**src/rtl/core/saa_pkg.sv**
```systemverilog
// Shared types and constants of the shelf atlas allocator.
package saa_pkg;

   localparam int DEF_MAX_SHELVES  = 64;
   localparam int DEF_MAX_SIDE     = 4096;
   localparam int DEF_INITIAL_SIDE = 128;

   localparam int SIDE_W = 15;
   localparam int IDX_W  = 10;
   localparam int CNT_W  = IDX_W + 1;
   localparam int RECT_W = 13;
   localparam logic [SIDE_W-1:0] FIRST_FREE_ROW = SIDE_W'(3);
   localparam logic [16:0] RECIP_TEN = 17'd6554;

   typedef struct packed {
      logic              valid;
      logic              found;
      logic [IDX_W-1:0]  idx;
      logic [SIDE_W-1:0] best_h;
      logic [SIDE_W-1:0] best_top;
      logic [SIDE_W-1:0] best_fill;
   } scan_rec_type;

   typedef struct packed {
      logic              en;
      logic              new_shelf;
      logic [IDX_W-1:0]  idx;
      logic [SIDE_W-1:0] top;
      logic [SIDE_W-1:0] height;
      logic [SIDE_W-1:0] fill;
   } shelf_upd_type;

endpackage

```
**src/rtl/core/saa_cell.sv**
```systemverilog
// One shelf cell of the scan chain: holds a shelf and refines the best candidate.
module saa_cell import saa_pkg::*; #(
   parameter int CELL_IDX = 0
) (
   input  logic                clock,
   input  logic                reset,
   input  logic [CNT_W-1:0]    shelf_count,
   input  logic [SIDE_W-1:0]   side,
   input  logic [RECT_W-1:0]   rect_w,
   input  logic [RECT_W-1:0]   rect_h,
   input  shelf_upd_type       upd,
   input  scan_rec_type        scan_in,
   output scan_rec_type        scan_out
);

   logic [SIDE_W-1:0] top_ff, height_ff, fill_ff;
   scan_rec_type      scan_ff, scan_in_rec;
   logic              active, hit, take;
   logic [17:0]       h10, sh7;

   assign active = shelf_count > CNT_W'(CELL_IDX);
   assign h10 = 18'(rect_h) * 18'd10;
   assign sh7 = 18'(height_ff) * 18'd7;
   assign hit = active && (h10 >= sh7) && (SIDE_W'(rect_h) <= height_ff) &&
                (fill_ff <= side) && (16'(rect_w) <= 16'(side - fill_ff));
   assign take = hit && (!scan_in.found || rect_h == '0 || height_ff <= scan_in.best_h);

   always_comb begin
      scan_in_rec = scan_in;
      if (take) begin
         scan_in_rec.found     = 1'b1;
         scan_in_rec.idx       = IDX_W'(CELL_IDX);
         scan_in_rec.best_h    = height_ff;
         scan_in_rec.best_top  = top_ff;
         scan_in_rec.best_fill = fill_ff;
      end
   end

   always_ff @(posedge clock) begin
      if (reset) begin
         scan_ff.valid <= 1'b0;
      end else begin
         scan_ff.valid <= scan_in.valid;
      end
      scan_ff.found     <= scan_in_rec.found;
      scan_ff.idx       <= scan_in_rec.idx;
      scan_ff.best_h    <= scan_in_rec.best_h;
      scan_ff.best_top  <= scan_in_rec.best_top;
      scan_ff.best_fill <= scan_in_rec.best_fill;
      if (upd.en && upd.idx == IDX_W'(CELL_IDX)) begin
         fill_ff <= upd.fill;
         if (upd.new_shelf) begin
            top_ff    <= upd.top;
            height_ff <= upd.height;
         end
      end
   end

   assign scan_out = scan_ff;

endmodule

```
**config.mk**
```make
export PLATFORM = sky130hd
export DESIGN_NAME = saa_cell
export DESIGN_NICKNAME = d
export VERILOG_FILES = /design/src/rtl/core/saa_pkg.sv /design/src/rtl/core/saa_cell.sv
export SDC_FILE = /design/constraint.sdc
export NUM_CORES = 1
export LEC_CHECK = 0
export BUFFER_PORTS_ARGS = -buffer_cell sky130_fd_sc_hd__buf_2
export CAP_MARGIN = 15
export CORE_UTILIZATION = 25
export DETAILED_ROUTE_END_ITERATION = 16
export SLEW_MARGIN = 40
export SYNTH_ARGS = -nofsm -noshare
export SYNTH_HDL_FRONTEND = slang
export SYNTH_SLANG_ARGS = --single-unit
```
**constraint.sdc**
```tcl
create_clock -name clock -period 11.1 [get_ports clock]
set_clock_uncertainty 0.2 [all_clocks]
set_input_delay 1.11 -clock clock [delete_from_list [all_inputs] [get_ports clock]]
set_output_delay 1.11 -clock clock [all_outputs]
set_load 0.01 [all_outputs]
```
After elaboration in Yosys (flattened, before gate mapping)
Index checks and enable logic that the tools add are counted.

Bits of input ports: 168. Bits in registers: 102.

Multiply operators: 2. Mux-type cells: 1. Reductions and logical operators: 12. Add/sub/neg operators: 1. Magnitude comparators: 6.

Operators with widths (count): $mux 45 (1); $le 15x15->1 (2); $ge 17x18->1 (1); $mul 15x3->18 const B (1); $le 13x16->1 (1); $mul 13x3->16 const B (1); $sub 15x15->16 (1); $le 13x15->1 (1); $logic_not 13->1 (1); $gt 11x1->1 const B (1); $logic_not 10->1 (1); $logic_and 1x1->1 (6); $logic_or 1x1->1 (2); $reduce_and 2->1 (1); $logic_not 1->1 (1).

Logic depth before layout (Yosys ltp)
Word-level depth: 8. Gate-level depth with buffers: 23. Depth with buffers taken out: 21.

Worst setup path after synthesis
OpenSTA, ideal clock, no wires.

Path type: input port to flip-flop. Start point: input rect_h[1]. End point: register scan_ff, in the netlist scan_out[16]. Buffers on the path: 2. Stages on the path: 23. Required time: 10.779 ns. Setup time: 0.121 ns. Slack: 6.079 ns. Data arrival time: 4.700 ns. Cell sequence: ha_1 ha_1 inv_1 fa_1 nor2b_1 o21ai_0 a21boi_0 o21a_1 o21ai_0 a21oi_1 a21oi_1 xnor2_1 ha_1 o21a_1 o21ai_0 nand2b_1 o2111ai_1 a211oi_1 nand4_1 a211oi_2 buf_6 buf_6 mux2_4.

RTL lines: start: declaration (line saa_cell.sv:10) `input logic [RECT_W-1:0] rect_h,`; end: declaration (line saa_cell.sv:17) `scan_rec_type scan_ff, scan_in_rec;`.

==> summary.md <==
| Metric | Value |
|---|---|
| Outcome | `finished, final reports clean` |
| GPL Wtd Cong | `0.817` |
| CTS buffer count | `9` |
| Detailed Routing Iterations Pass 1 | `5` |
| HPWL Detailed | `~16,000 um` |
| Worst-skew pair later-pin latency | `0.36 ns` |
| Final period util | `49.9%` |
| Yosys reg bits | `102` |
| Fillers | `2,783` |
| Internal | `0.000658 W` |
| Clk sinks | `102` |
| Largest net degree at the start of global routing | `31` |
| Io pins | `225` |
| Syn Nets | `927` |
| Design Area, Final | `0.00870 mm^2` |
| Req. time, crit path | `11.14 ns` |
| Cell area after synthesis | `0.00687 mm^2` |
| First-pass GRT wire length | `28,600 um` |
| Worst-path cell chain | `fa_1 -> ha_1 -> a21o_1 -> a21oi_1 -> o22ai_1 -> o21ai_0 -> o21ai_0 -> nor3_1 -> o21bai_1 -> xor2_1 -> ha_1 -> o21a_1 -> o21ai_0 -> nand2b_1 -> o2111ai_1 -> a211oi_1 -> nand4_1 -> a211oi_4 -> buf_4 -> mux2_2` |
| Max-slew violations | `0` |
| Sw Ratio | `27.8%` |
| Die area | `~0.028 mm^2` |
| Detailed Route WL | `18,500 um` |
| CTS root buf | `clkbuf_16` |
| H-Tree Depth | `3` |
| Core outline area | `0.0270 mm^2` |
| Avg Vias per Cell | `between 4 and 5` |
| Row count | `60` |
| Max-cap violations | `0` |
| Post-synth EDFFs | `45` |
| RSZ-0062 raised after global routing | `false` |
| Post-CTS Setup Bufs | `0` |
| Register area | `0.00249 mm^2` |
| Dpl cell area | `roughly 0.0084 mm^2` |
| Die Wd | `between 150 and 200 um` |
| Via count | `5,426` |
| Fin. Hold Viols | `0` |
| Commonest cells after routing, fill and taps aside | `buf_2 (224), ha_1 (111), inv_1 (67)` |
| Tot GR Track Use | `13.3%` |
| Switching pwr | `0.000254 W` |
| Clock buffer depth | `2` |
| Peak supply drop | `0.0000522 V` |
| PD cells | `105 mW/mm^2` |
| Wire per inst | `between 15 and 20 um` |
| Worst path slowest cell | `fa_1` |
| CTS tree | `built` |
| Final setup TNS | `0 ns` |
| Layout cells sized above 1 | `32.9%` |
| Crit path DAT | `between 5 and 6 ns` |
| Crit path time final | `between 5 and 6 ns` |
| Post-Syn Area per Cell | `between 10 and 15 um^2` |
| Placement Setup Slack | `~5.3 ns` |
| CP Class | `reg2reg` |
| Top delay family on crit path | `compound AO/OA/AOI/OAI gates` |
| Biggest cell delay along the critical path | `between 0.5 and 0.6 ns` |
| I/O Buffers | `around 220` |
| Setup crit end kind | `flop` |
| Synth Flop Type | `dfxtp_1` |
| P_leak | `4.06 nW` |
| Post-CTS Resized | `0` |
| # hold bufs at CTS | `0` |
| Initial Util | `25.5%` |
| GRT Residual Overflow | `0` |
| Nets | `1,160` |
| Vias in the first global route | `5,453` |
| Combinational fraction of design power | `20.7%` |
| Relative slew slack | `61.2%` |
| Commonest non-fill, non-tap cell in the layout | `buf_2` |
| Async SR Flop Fraction | `0%` |
| Unique masters post-synth | `61` |
| Setup violations, final | `0` |
| Iter 0 DRT Violations | `163` |
| Chip Height | `~170 um` |
| Seq pwr share | `~45%` |
| Worst Path Max Fanout | `30` |
| WP buf/inv | `1` |
| Top cell by count, worst path | `o21ai_0` |
| Yosys warns | `0` |
| Syn Inst Count | `631` |
| Clock Pin Slew Worst Setup and Hold Paths | `0.08 ns` |
| Clock share of power | `around a third` |
| Initial antenna violation count | `2` |
| Detail Route Antenna Nets | `0` |
| # DRC | `0` |
| Fmax | `0.180 GHz` |
| Final hold slack | `approximately 0.27 ns` |
| Critical Path Source Type | `flop` |
| Hold Crit Class | `reg2reg` |
| Worst-margin pin slew | `0.578 ns` |
| Sequential share of the synthesized area | `between 30% and 40%` |
| Setup WS post-layout | `5.56 ns` |
| Area growth syn-to-layout | `26.7%` |
| Multi-input gate area | `0.00409 mm^2` |
-- cells in the mapped netlist, types with 16 or more instances --
| cell type | number | area (um^2) |
|---|---|---|
| ha_1 | 111 | 1390 |
| inv_1 | 67 | 251 |
| dfxtp_1 | 57 | 1140 |
| edfxtp_1 | 45 | 1350 |
| a21oi_1 | 36 | 180 |
| nor2_1 | 25 | 93.8 |
| o21ai_0 | 23 | 115 |
| nor2b_1 | 21 | 131 |
| nand2_1 | 20 | 75.1 |
| xnor2_1 | 18 | 158 |
| fa_1 | 17 | 340 |
| mux2_2 | 16 | 180 |
-- per-stage QoR --
stage,std cells,util (%),power (W)
floorplan,631,-,0.000534
detailed placement,1194,31.2,0.000609
CTS,1210,32.3,0.000929
global route,1211,32.3,0.000967
finish,1211,32.3,0.000912
global placement,1194,31.2,0.000605
-- registers in the layout, indices dropped and copies added (netlist names) --
register   count
scan_out      57
fill_ff       15
height_ff     15
top_ff        15
-- cell families after synthesis --
kind of cell / count (synthesis) / share of synthesized area (%)
xor+xnor: 33 / 4.21
buf+inv: 73 / 4.44
mux: 46 / 8.09
simple gates: 124 / 9.49
fa+ha+maj: 128 / 25.2
compound gates: 125 / 12.3
flops: 102 / 36.3
-- path summary, 6_finish.rpt --
check                                   from      endpoint  slack [ns]  cells after the start
worst max-delay path            height_ff[1]  scan_out[15]        5.56                     20
worst min-delay path               top_ff[5]  scan_out[20]        0.27                      1
worst max register to register  height_ff[1]  scan_out[15]        5.56                     20
worst min register to register     top_ff[5]  scan_out[20]        0.27                      1
-- worst reg2reg max path: cells and delay by family (launching register included) --
kind | cells | cell delay [ns]
DFF | 1 | 0.54
muxes | 1 | 0.42
buffers and inverters | 1 | 0.46
adders and majority gates | 3 | 1.16
xor gates and xnor gates | 1 | 0.15
AOI/OAI and AO/OA | 11 | 2.03
and+or+nand+nor | 3 | 0.47
-- power groups by stage --
stage | Combinational (W) | Clock, W | Sequential (W)
after floorplan | 0.000107 | 0 | 0.000427
after global placement | 0.000186 | 0 | 0.000419
after detailed placement | 0.000190 | 0 | 0.000419
after CTS | 0.000191 | 0.000328 | 0.000410
after global routing | 0.000213 | 0.000342 | 0.000412
final | 0.000188 | 0.000313 | 0.000410
-- cell type report --
class	instances	area share [%]
inverters	67	2.89
clock buffers	9	2.59
flip-flops and latches	102	28.6
multi-input cells	456	47.0
clock inverters	7	0.762
well taps	341	4.90
diodes	1	0.0288
repair buffers	228	13.2
-- layer usage --
layer,vias up,routed length [um],track usage [%]
li1,2753,-,-
met2,161,8890,22.6
met3,17,1080,4.02
met1,2493,8340,16.6
met4,2,189,2.67
met5,-,8,0
(Power assumes the default switching activity.)
